File: src/rtl/pcrc_pkg.sv
`default_nettype none
package pcrc_pkg;

  localparam int LENGTH_BITS  = 48;
  localparam int OUT_LEN_BITS = 48;
  localparam int CRC_BITS     = 32;
  localparam int QDEPTH       = 4;
  localparam int QAW          = $clog2(QDEPTH);

  localparam logic [CRC_BITS-1:0]    CRC_POLY = 32'h04C11DB7;
  localparam logic [LENGTH_BITS-1:0] CNT_ONE  = LENGTH_BITS'(1);

  typedef struct packed {
    logic [7:0] data_byte;
    logic       byte_valid;
    logic       last;
  } in_item_t;

  typedef struct packed {
    logic [CRC_BITS-1:0]     checksum;
    logic [OUT_LEN_BITS-1:0] message_length;
  } out_item_t;

  typedef enum logic [1:0] {
    BK_RUN,
    BK_TAIL,
    BK_OUT
  } back_state_t;

  // MSB-first CRC update with one byte, bitwise over eight steps
  function automatic logic [CRC_BITS-1:0] crc_feed(input logic [CRC_BITS-1:0] crc,
                                                   input logic [7:0] b);
    logic [CRC_BITS-1:0] c;
    c = crc ^ {b, 24'h000000};
    for (int k = 0; k < 8; k++) begin
      c = c[CRC_BITS-1] ? ({c[CRC_BITS-2:0], 1'b0} ^ CRC_POLY) : {c[CRC_BITS-2:0], 1'b0};
    end
    return c;
  endfunction

  function automatic logic [OUT_LEN_BITS-1:0] to_out_len(input logic [LENGTH_BITS-1:0] cnt);
    logic [63:0] w;
    w = 64'(cnt);
    return w[OUT_LEN_BITS-1:0];
  endfunction

endpackage
`default_nettype wire

File: src/rtl/pcrc_front.sv
`default_nettype none
module pcrc_front (
  input  wire logic              in_push,
  output logic                   in_full,
  input  pcrc_pkg::in_item_t     in_item,
  input  wire logic              q_full,
  output logic                   q_push,
  output pcrc_pkg::in_item_t     q_item
);
  import pcrc_pkg::*;

  // items that carry neither a byte nor an end mark are dropped here
  assign in_full = q_full;
  assign q_push  = in_push && !q_full && (in_item.byte_valid || in_item.last);
  assign q_item  = in_item;

endmodule
`default_nettype wire

File: src/rtl/pcrc_fifo.sv
`default_nettype none
module pcrc_fifo (
  input  wire logic              clk,
  input  wire logic              rst_n,
  input  wire logic              push,
  input  pcrc_pkg::in_item_t     push_item,
  output logic                   full,
  input  wire logic              pop,
  output pcrc_pkg::in_item_t     pop_item,
  output logic                   empty
);
  import pcrc_pkg::*;

  in_item_t         entry_r [QDEPTH];
  logic [QAW:0]     wr_ptr_r, wr_ptr_nxt;
  logic [QAW:0]     rd_ptr_r, rd_ptr_nxt;

  assign empty = (wr_ptr_r == rd_ptr_r);
  assign full  = (wr_ptr_r[QAW] != rd_ptr_r[QAW]) &&
                 (wr_ptr_r[QAW-1:0] == rd_ptr_r[QAW-1:0]);
  assign pop_item = entry_r[rd_ptr_r[QAW-1:0]];

  always_comb begin
    wr_ptr_nxt = wr_ptr_r;
    rd_ptr_nxt = rd_ptr_r;
    if (push && !full) begin
      wr_ptr_nxt = wr_ptr_r + 1'b1;
    end
    if (pop && !empty) begin
      rd_ptr_nxt = rd_ptr_r + 1'b1;
    end
  end

  always_ff @(posedge clk) begin
    if (!rst_n) begin
      wr_ptr_r <= '0;
      rd_ptr_r <= '0;
    end else begin
      wr_ptr_r <= wr_ptr_nxt;
      rd_ptr_r <= rd_ptr_nxt;
    end
  end

  always_ff @(posedge clk) begin
    if (push && !full) begin
      entry_r[wr_ptr_r[QAW-1:0]] <= push_item;
    end
  end

  a_no_push_full: assert property (@(posedge clk) disable iff (!rst_n) !(push && full))
    else $error("request pushed into full queue");

endmodule
`default_nettype wire

File: src/rtl/pcrc_back.sv
`default_nettype none
module pcrc_back (
  input  wire logic              clk,
  input  wire logic              rst_n,
  input  wire logic              q_empty,
  input  pcrc_pkg::in_item_t     q_item,
  output logic                   q_pop,
  output logic                   out_empty,
  input  wire logic              out_pop,
  output pcrc_pkg::out_item_t    out_item
);
  import pcrc_pkg::*;

  back_state_t            state_r, state_nxt;
  logic [CRC_BITS-1:0]    crc_r, crc_nxt;
  logic [LENGTH_BITS-1:0] count_r, count_nxt;
  logic [LENGTH_BITS-1:0] shift_r, shift_nxt;
  logic                   res_valid_r, res_valid_nxt;
  out_item_t              res_r, res_nxt;
  logic                   slot_free;
  logic                   load_res;

  assign slot_free = !res_valid_r || out_pop;
  assign out_empty = !res_valid_r;
  assign out_item  = res_r;

  // next state
  always_comb begin
    state_nxt = state_r;
    unique case (state_r)
      BK_RUN:  if (!q_empty && q_item.last) state_nxt = BK_TAIL;
      BK_TAIL: if ((shift_r >> 8) == '0) state_nxt = BK_OUT;
      BK_OUT:  if (slot_free) state_nxt = BK_RUN;
      default: state_nxt = BK_RUN;
    endcase
  end

  // outputs
  always_comb begin
    q_pop    = 1'b0;
    load_res = 1'b0;
    unique case (state_r)
      BK_RUN:  q_pop    = !q_empty;
      BK_TAIL: ;
      BK_OUT:  load_res = slot_free;
      default: ;
    endcase
  end

  // datapath
  always_comb begin
    crc_nxt       = crc_r;
    count_nxt     = count_r;
    shift_nxt     = shift_r;
    res_nxt       = res_r;
    res_valid_nxt = res_valid_r && !out_pop;
    if (q_pop) begin
      if (q_item.byte_valid) begin
        crc_nxt   = crc_feed(crc_r, q_item.data_byte);
        count_nxt = count_r + CNT_ONE;
      end
      shift_nxt = count_nxt;
    end
    if (state_r == BK_TAIL) begin
      // length goes in LSB first; a zero count still feeds one zero byte
      crc_nxt   = crc_feed(crc_r, shift_r[7:0]);
      shift_nxt = shift_r >> 8;
    end
    if (load_res) begin
      res_nxt.checksum       = ~crc_r;
      res_nxt.message_length = to_out_len(count_r);
      res_valid_nxt          = 1'b1;
      crc_nxt                = '0;
      count_nxt              = '0;
    end
  end

  always_ff @(posedge clk) begin
    if (!rst_n) begin
      state_r     <= BK_RUN;
      crc_r       <= '0;
      count_r     <= '0;
      res_valid_r <= 1'b0;
    end else begin
      state_r     <= state_nxt;
      crc_r       <= crc_nxt;
      count_r     <= count_nxt;
      res_valid_r <= res_valid_nxt;
    end
  end

  always_ff @(posedge clk) begin
    shift_r <= shift_nxt;
    res_r   <= res_nxt;
  end

  a_no_overwrite: assert property (@(posedge clk) disable iff (!rst_n)
    load_res |-> (!res_valid_r || out_pop))
    else $error("result overwritten before taken");

  a_pop_in_run: assert property (@(posedge clk) disable iff (!rst_n)
    q_pop |-> (state_r == BK_RUN))
    else $error("queue popped outside run state");

  a_cleared_after_result: assert property (@(posedge clk) disable iff (!rst_n)
    load_res |=> (res_valid_r && crc_r == '0 && count_r == '0 && state_r == BK_RUN))
    else $error("state not cleared after result");

endmodule
`default_nettype wire

File: src/rtl/posix_cksum_crc32.sv
`default_nettype none
// POSIX cksum CRC-32 engine.
// Input queue port: raise in_push with in_item while in_full is low; each
// accepted request carries one byte (byte_valid) and/or an end mark (last).
// Requests with neither are dropped. Bytes enter a 4-entry queue and the
// CRC engine takes one from it per cycle while in its run state, so a
// message streams at one byte per cycle up to its end mark.
// On the end mark the engine appends the byte count, LSB first, one byte per
// cycle (1 to ceil(LENGTH_BITS/8) bytes), then in its output state loads the
// result register once it is free. The result (inverted CRC and the byte
// count) shows on out_item while out_empty is low and leaves on out_pop.
// While a result waits, the engine keeps taking bytes up to the next end
// mark and then holds in its output state; the input queue keeps taking
// requests until it fills, then in_full stalls the sender.
// Synchronous active-low reset empties the queue and result register and
// clears the CRC and the count; no clearing pass is needed.
module posix_cksum_crc32 (
  input  wire logic              clk,
  input  wire logic              rst_n,
  input  wire logic              in_push,
  output logic                   in_full,
  input  pcrc_pkg::in_item_t     in_item,
  output logic                   out_empty,
  input  wire logic              out_pop,
  output pcrc_pkg::out_item_t    out_item
);
  import pcrc_pkg::*;

  logic     q_full;
  logic     q_push;
  in_item_t q_wr_item;
  logic     q_empty;
  logic     q_pop;
  in_item_t q_rd_item;

  pcrc_front u_front (
    .in_push (in_push),
    .in_full (in_full),
    .in_item (in_item),
    .q_full  (q_full),
    .q_push  (q_push),
    .q_item  (q_wr_item)
  );

  pcrc_fifo u_fifo (
    .clk       (clk),
    .rst_n     (rst_n),
    .push      (q_push),
    .push_item (q_wr_item),
    .full      (q_full),
    .pop       (q_pop),
    .pop_item  (q_rd_item),
    .empty     (q_empty)
  );

  pcrc_back u_back (
    .clk       (clk),
    .rst_n     (rst_n),
    .q_empty   (q_empty),
    .q_item    (q_rd_item),
    .q_pop     (q_pop),
    .out_empty (out_empty),
    .out_pop   (out_pop),
    .out_item  (out_item)
  );

endmodule
`default_nettype wire
File: config.mk
export PLATFORM = sky130hd
export DESIGN_NAME = posix_cksum_crc32
export DESIGN_NICKNAME = d
export VERILOG_FILES = /design/src/rtl/pcrc_pkg.sv /design/src/rtl/pcrc_front.sv /design/src/rtl/pcrc_fifo.sv /design/src/rtl/pcrc_back.sv /design/src/rtl/posix_cksum_crc32.sv
export SDC_FILE = /design/constraint.sdc
export NUM_CORES = 1
export LEC_CHECK = 0
export ABC_CLOCK_PERIOD_IN_PS = 4300
export BUFFER_PORTS_ARGS = -buffer_cell sky130_fd_sc_hd__buf_2
export CAP_MARGIN = 20
export CELL_PAD_IN_SITES_DETAIL_PLACEMENT = 1
export CELL_PAD_IN_SITES_GLOBAL_PLACEMENT = 2
export CORE_MARGIN = 8
export CORE_UTILIZATION = 40
export CTS_CLUSTER_SIZE = 30
export DETAILED_ROUTE_END_ITERATION = 6
export PLACE_DENSITY_LB_ADDON = 0.25
export SLEW_MARGIN = 20
export SYNTH_ARGS = -nofsm -noshare
export SYNTH_HDL_FRONTEND = slang
export SYNTH_HIERARCHICAL = 1
export SYNTH_SLANG_ARGS = --single-unit
File: constraint.sdc
create_clock -name clk -period 4.3 [get_ports clk]
set_clock_uncertainty 0.05 [all_clocks]
set_input_delay 0.86 -clock clk [delete_from_list [all_inputs] [get_ports clk]]
set_output_delay 0.86 -clock clk [all_outputs]
set_load 0.01 [all_outputs]
* After elaboration in Yosys (flattened, before gate mapping)
Memory sizes are Yosys's and may differ from the RTL's. A register that Yosys moved wholly into a read port is not among the register bits. Index checks and enable logic that the tools add are counted.
Word-level totals: bits in registers 217, bits in writable memories 40, input port bits 14, output and inout bits 82, memories kept 1
Operators by class: $add $sub $neg 3, equality and inequality tests 8, muxes and demuxes 33, bitwise operators 20, reduce and logical (&&, ||, !) cells 20
Memories:
- u_fifo.entry_r | depth 4, width 10, read ports 1, clocked after Yosys merged registers in 1, wr ports 1, line pcrc_fifo.sv:14 | in_item_t entry_r [QDEPTH];
Operators with widths (number):
- 2-to-1 mux 27 bit | 16
- inverter 14 bit | 16
- 2-to-1 mux 32 bit | 3
- 2-to-1 mux 40 bit | 2
- XOR 32 bit | 2
- adder 48 x 1 -> 48 bit, second input constant | 1
- logical NOT 48 bit | 1
- 2-to-1 mux 48 bit | 1
- inverter 32 bit | 1
- 2-to-1 mux 2 bit | 5
- logical AND 1 bit | 7
- adder 3 x 1 -> 3 bit, second input constant | 2
- inequality test 2 x 1 -> 1 bit, second input constant | 3
- one-hot mux 2 bit (3 select lines) | 1
- 2-to-1 mux 1 bit | 5
- logical NOT 1 bit | 4
- nonzero test 2 bit | 2
- == test 3 bit | 1
- AND reduction 3 bit | 1
- == test 2 x 1 -> 1 bit, second input constant | 1
- == test 2 bit | 1
- == test 2 bit, second input constant | 1
- logical NOT 2 bit | 1
- logical OR 1 bit | 2
- 4 further kinds | 4

* Longest topological paths before layout
Gate-level depths: netlist of the first run.
word-level depth 20, depth in mapped cells 11

* Cells and area by module
Netlist of the first run, hierarchy kept.
Modules (own cells, without submodules):
- pcrc_back | times used 1, cells each 965, area an instance 10231.1 µm²
- pcrc_fifo | times used 1, cells each 120, area an instance 2009.4 µm²
- pcrc_front | times used 1, cells each 13, area an instance 98.8 µm²

* Least setup slack after synthesis of the first run
OpenSTA, ideal clock, no wires.
path type input port to flip-flop, start point in out_pop, end point reg u_back.res_r (netlist bit u_back/out_item[0]), enable pin, data arrival time 2.616 ns, data required time 3.816 ns, setup slack 1.200 ns, cell stages on the path 3, path through nand2b_1 -> nand2_1 -> inv_1
Between the ends: cells in the longest elaborated chain, start to end 2
Ends and longest elaborated chain:
- start: declaration | line posix_cksum_crc32.sv:24 | input wire logic out_pop,
- logical OR 1 bit | line pcrc_back.sv:23 | assign slot_free = !res_valid_r || out_pop;
- 2-to-1 mux 1 bit | line pcrc_back.sv:42 | unique case (state_r)
- via u_back.load_res | line pcrc_back.sv:21 | logic load_res;
- end signal: assignment | line pcrc_back.sv:94 | res_r <= res_nxt;
- end: declaration | line pcrc_back.sv:19 | out_item_t res_r, res_nxt;
The timed path passes the listed nets, and every way through them passes these cells. A chain may end at the register's enable or synchronous reset.

==> flow_summary.ini, run 1 <==
[cts]
post_cts_resized = 0
root_buffer = clkbuf_16
post-cts-setup-buffers = 0
insertion_delay_ns = 0.54
cts.sinks = 259
cts_hold_repair.buffers = 0
cts_tree = yes
clkTransAtPathRegs_ns = 0.06
cts_made_buffers = 27
h-tree-depth = 1
cts_buffer_depth = 3

[synth]
yosysTopAreaCell = edfxtp_1
yosys_warnings = 6
syn_inst = 1098
seq_area_frac_synth_pct = 55.0
synth_top_area_share_pct = 38.9
synth_edf_count = 160
ys_seq_elements = 259
synth_nets = 1118
ys_async_sr_fraction_pct = 0
syn_area_mm2 = 0.0123
synth.area.top_cells = edfxtp_1, dfxtp_1, xnor2_1
synth_cell_type_count = 63
synth_flop_cell = edfxtp_1
avgSynthCellArea_um2 = 11.2

[place]
gp_congestion = 0.856
io_buffers = 95
dp.cells = 1535
dpl.hpwl_um = 22600

[floorplanning]
die_area_mm2 = 0.0367
start_util_pct = 40.4
io_pins = 96
core_mm2 = 0.0305
fp.dieW_um = 192
dieHeight_um = 192
row_count = 64

[worst_setup_path]
max_stage_delay_ns = 0.64
end_kind = flip-flop
crit_type = flip-flop to flip-flop
crit_required_ns = 4.72
cp_data_arrival_time_ns = 3.73
critPathLaunchType = flip-flop
rrSetupSlack_ns = 0.98
crit_family = simple AND/OR/NAND/NOR gates
path_max_fanout = 10
cp.depth = 7
worst_r2r_path_depth = 7
critPathCapture = u_back/count_r[38]
critPathSlowestCell = dfxtp_1
r2r-end = u_back/count_r[38]
cp_num_buf_inv = 0
path_cells = mux4_2 -> nand4_1 -> nor4_2 -> and2_1 -> nand3_1 -> or3_1 -> a21oi_1

[timing]
fin_crit_ns = 3.32
hold_viol = 0
max_slew_margin_pct = 27.3
worst_pin_slew_ns = 1.09
setup_viol = 0
setup-tns-final_ns = 0
finalMaxSlewViolations = 0
timing.fmax_mhz = 301
rsz0062_at_grt = false
fin_crit_sh_pct = 77.1
whs_ns = 0.410

[cells_and_area]
fin_nets = 1188
drive_gt1_share_pct = 15.7
antenna_cells = 0
utilization_pct = 45.9
nFillCells = 3319
final_cells = 1584
syn_to_final_growth_pct = 13.5

[pwr]
finalPower_mw = 11.1
sw_frac_of_total_pct = 38.8
irDropWorstVdd_mv = 0.356
p_leak_nw = 4.74
power.density_mw_per_mm2 = 792
power_switching_mw = 4.30
clkPwrFrac_pct = 21.1
intPower_mw = 6.79
pwr-share-seq_pct = 30.9
comb_power_share_pct = 48.0

[global_route]
antenna_found_initial = 0
overflow = 0
first_global_vias = 8760
track_usage_pct = 17.3
grt_pass1_wl_um = 50300
grt_max_degree = 89

[outcome]
status = finished clean

[routing]
drt_first_pass_iters = 5
drc = 0
vias = 8272
vias_per_cell = 5.22
ant_nets = 0
wl_per_cell_um = 20.0
wl_um = 31700
drt_iter0_drc = 394

[flow_run]
drv_cap = 0

[hold_path]
hold_path_class = flip-flop to flip-flop
-- state kept, by name, summed over array words and instances, names as in the netlist, named ones only --
name                flops
u_back/count_r         48
u_back/crc_r           32
u_back/out_item        80
u_back/res_valid_r      1
u_back/shift_r         48
u_back/state_r          2
u_fifo/entry_r         40
u_fifo/rd_ptr_r         3
u_fifo/wr_ptr_r         3
-- worst min-delay path: stages (launching register included) --
cell and delay, ns:
dfxtp_1 0.31, nand2_1 0.05, a21oi_1 0.05
-- worst min path at each step --
| stage | from | to | cells past startpoint |
|---|---|---|---|
| 2_1_floorplan | u_back/count_r[12] | u_back/out_item[12] | 0 |
| 3_3_place_gp | u_back/crc_r[0] | u_back/crc_r[0] | 2 |
| 3_5_place_dp | u_back/crc_r[0] | u_back/crc_r[0] | 2 |
| 4_1_cts | u_back/crc_r[0] | u_back/crc_r[0] | 2 |
| 5_1_grt | u_back/crc_r[0] | u_back/crc_r[0] | 2 |
| 6_report | u_back/crc_r[0] | u_back/crc_r[0] | 2 |
-- kinds of logic after synthesis --
logic type               synth area share (%)
AND/OR/NAND/NOR                          13.3
flip-flops                               55.0
XOR/XNOR                                 17.0
AO/OA/AOI/OAI                            7.46
buffers and inverters                    4.22
multiplexers                             2.39
adder cells (fa/ha/maj)                 0.608
-- final cells by class --
class	count	area [um2]	area share, %
sequential	259	6790	48.5
timing repair buffer	114	631	4.50
multi-input combinational	723	5050	36.0
clock inverter	7	86.3	0.616
tap	396	495	3.54
clock buffer	42	795	5.67
inverter	43	163	1.16
-- layout by cell type (no fill, tap or decap), types with 3 or more instances in the layout --
master and count:
clkinv_2 4, nand3_1 28, o21ai_0 66, or3_1 16
a21oi_1 27, dfxtp_1 99, o221ai_1 6, a22oi_1 3
ha_1 6, nor4_1 15, nand3b_1 4, a221oi_1 3
and3_1 7, a211oi_1 24, mux2i_1 7, nor2b_1 4
nand2b_1 4, nand2_1 87, nand4_1 22, xor2_1 53
clkbuf_1 11, nor4_2 4, edfxtp_1 160, mux4_2 10
buf_4 18, nor2_1 94, xnor3_1 8, xnor2_1 147
a211o_1 4, buf_2 95, and2_1 7, xnor2_2 5
clkbuf_16 29, inv_1 41, a31oi_1 3, nor3_1 24
o22ai_1 4
-- per-stage QoR --
stage / cell area, um2 / setup WS, ns
floorplan: 12300 / 1.20
global placement: 13100 / 0.977
detailed placement: 13100 / 0.953
CTS: 14000 / 0.930
global route: 14000 / 0.658
finish: 14000 / 0.983
-- synthesized netlist by cell type (8+ instances only) --
master and n:
nor2_1 94, dfxtp_1 99, or3_1 16, nand2_1 88, nor4_1 16, a21oi_1 27
mux4_2 10, xor2_1 53, o21ai_0 66, nand4_1 22, nor3_1 24, xnor3_1 8
nand3_1 28, inv_1 42, xnor2_1 147, a211oi_1 24, buf_4 12, clkbuf_1 42
edfxtp_1 160
-- power by group through the flow --
stage               Combinational (mW)  Clock (mW)  Sequential, mW
finish                            5.33        2.34            3.43
global route                      5.74        2.49            3.48
CTS                               5.35        2.42            3.44
detailed placement                5.30           0            3.48
global placement                  5.25           0            3.48
floorplan                         4.13           0            3.34
-- metal layers --
metal / track usage (%) / share of wire, %
met5: 0 / 0
met4: 4.11 / 2.0
met3: 2.31 / 4.3
met2: 29.3 / 48
met1: 23.2 / 45
Note: power is estimated with default switching activity, not from simulation.
==> run 2, diff against run 1 <==
--- a/config.mk
+++ b/config.mk
@@ -5,7 +5,7 @@
 export SDC_FILE = /design/constraint.sdc
 export NUM_CORES = 1
 export LEC_CHECK = 0
-export ABC_CLOCK_PERIOD_IN_PS = 4300
+export ABC_CLOCK_PERIOD_IN_PS = 3400
 export BUFFER_PORTS_ARGS = -buffer_cell sky130_fd_sc_hd__buf_2
 export CAP_MARGIN = 20
 export CELL_PAD_IN_SITES_DETAIL_PLACEMENT = 1
==> constraint.sdc (replaced) <==
create_clock -name clk -period 3.4 [get_ports clk]
set_clock_uncertainty 0.05 [all_clocks]
set_input_delay 0.68 -clock clk [delete_from_list [all_inputs] [get_ports clk]]
set_output_delay 0.68 -clock clk [all_outputs]
set_load 0.01 [all_outputs]
==> flow_summary.ini, run 2 (same netlist as run 1, synthesis figures left out) <==
[cts]
cts_buffer_depth = 3
cts_hold_repair.buffers = 0
post_cts_resized = 0
root_buffer = clkbuf_16
post-cts-setup-buffers = 0
cts.sinks = 259
insertion_delay_ns = 0.55
cts_tree = yes
h-tree-depth = 1
cts_made_buffers = 30
clkTransAtPathRegs_ns = 0.06

[hold_path]
whs_path_depth = 1
hold_path_class = primary input to flip-flop

[cells_and_area]
syn_to_final_growth_pct = 15.7
fin_nets = 1208
antenna_cells = 0
layout_common_cells = edfxtp_1, xnor2_1, dfxtp_1
layout_commonest_cell = edfxtp_1
largest_register_ff_count = 80
drive_gt1_share_pct = 17.2

[floorplanning]
core_mm2 = 0.0305
start_util_pct = 40.4
die_area_mm2 = 0.0367
row_count = 64
dieHeight_um = 192
io_pins = 96
fp.dieW_um = 192

[global_route]
first_global_vias = 8696
track_usage_pct = 17.4
overflow = 0
antenna_found_initial = 0
grt_pass1_wl_um = 50500
grt_max_degree = 82

[pwr]
power.density_mw_per_mm2 = 1020
p_leak_nw = 4.88
irDropWorstVdd_mv = 0.475

[worst_setup_path]
critPathCapture = u_back/crc_r[10]
crit_type = flip-flop to flip-flop
worst_r2r_path_depth = 9
critPathLaunchType = flip-flop
r2r-end = u_back/crc_r[10]
crit_required_ns = 3.78
rrSetupSlack_ns = 0.38
path_max_fanout = 9
end_kind = flip-flop
cp_data_arrival_time_ns = 3.40

[timing]
setup-tns-final_ns = 0
whs_ns = 0.302
finalMaxSlewViolations = 0
fin_crit_sh_pct = 88.7
timing.fmax_mhz = 332
hold_viol = 0
worst_pin_slew_ns = 0.816
rsz0062_at_grt = false
max_slew_margin_pct = 45.2
fin_crit_ns = 3.02
setup_viol = 0

[place]
gp_congestion = 0.863
io_buffers = 95
dpl.hpwl_um = 23100

[routing]
drt_iter0_drc = 399
drt_first_pass_iters = 4
vias_per_cell = 5.20
vias = 8367
wl_um = 32400
ant_nets = 0
wl_per_cell_um = 20.1
drc = 0

[flow_run]
drv_cap = 0

[outcome]
status = finished clean
-- run 2: cell types whose count changed in the layout (fill, tap and decap cells not counted) --
cell,previous run,this run
bufinv_16,2,5
clkbuf_8,2,0
buf_4,18,34
clkinv_1,1,9
clkbuf_1,11,6
clkbuf_16,29,31
clkinv_2,4,3
buf_12,1,2
clkinvlp_4,1,3
-- run 2: area by class of cell --
cell class | count | area [um2]
inverters | 43 | 163
repair buffers | 131 | 771
clock inverters | 19 | 216
multi-input cells | 723 | 5050
flip-flops and latches | 259 | 6790
fillers | 3295 | 16200
well taps | 396 | 495
clock buffers | 37 | 798
-- run 2: layer usage --
| layer | global-route usage (%) | share of wire, % | vias up |
|---|---|---|---|
| met5 | 0 | 0 | - |
| met4 | 4.23 | 1.7 | 0 |
| met3 | 2.49 | 3.9 | 40 |
| met2 | 30.0 | 49 | 131 |
| met1 | 22.9 | 45 | 4160 |
| li1 | - | - | 4036 |
-- run 2: through the flow --
stage	total power, mW	utilization [%]	area [um2]	std cells	setup slack [ns]
after global routing	15.4	46.8	14300	1608	0.176
after detailed placement	11.4	43.5	13300	1552	0.376
final	14.6	46.8	14300	1608	0.384
after floorplan	9.45	-	12300	1098	0.407
after CTS	14.7	46.8	14300	1608	0.369
after global placement	11.3	43.5	13300	1552	0.383
-- run 2: worst max-delay path: stages (launching register included) --
cell	delay (ns)
dfxtp_1	0.35
buf_4	0.24
mux4_2	0.57
xnor2_1	0.15
buf_4	0.18
xnor2_1	0.59
xor3_1	0.32
mux2i_1	0.22
xnor2_1	0.14
a21oi_1	0.08
-- run 2: report_power, final --
group / internal (mW) / switching [mW] / leakage, nW
Sequential: 3.95 / 0.355 / 2.30
Combinational: 3.06 / 3.95 / 2.10
Clock: 2.03 / 1.27 / 0.482
Total: 9.04 / 5.58 / 4.88
-- run 2: how the worst min path moves through the flow --
stage	end	startpoint
after floorplan	u_back/out_item[12]	u_back/count_r[12]
after global placement	u_back/crc_r[0]	u_back/crc_r[0]
after detailed placement	u_back/out_item[59]	u_back/crc_r[11]
after CTS	u_fifo/entry_r[2][5]	in_item[5]
after global routing	u_fifo/entry_r[2][5]	in_item[5]
final	u_fifo/entry_r[2][5]	in_item[5]
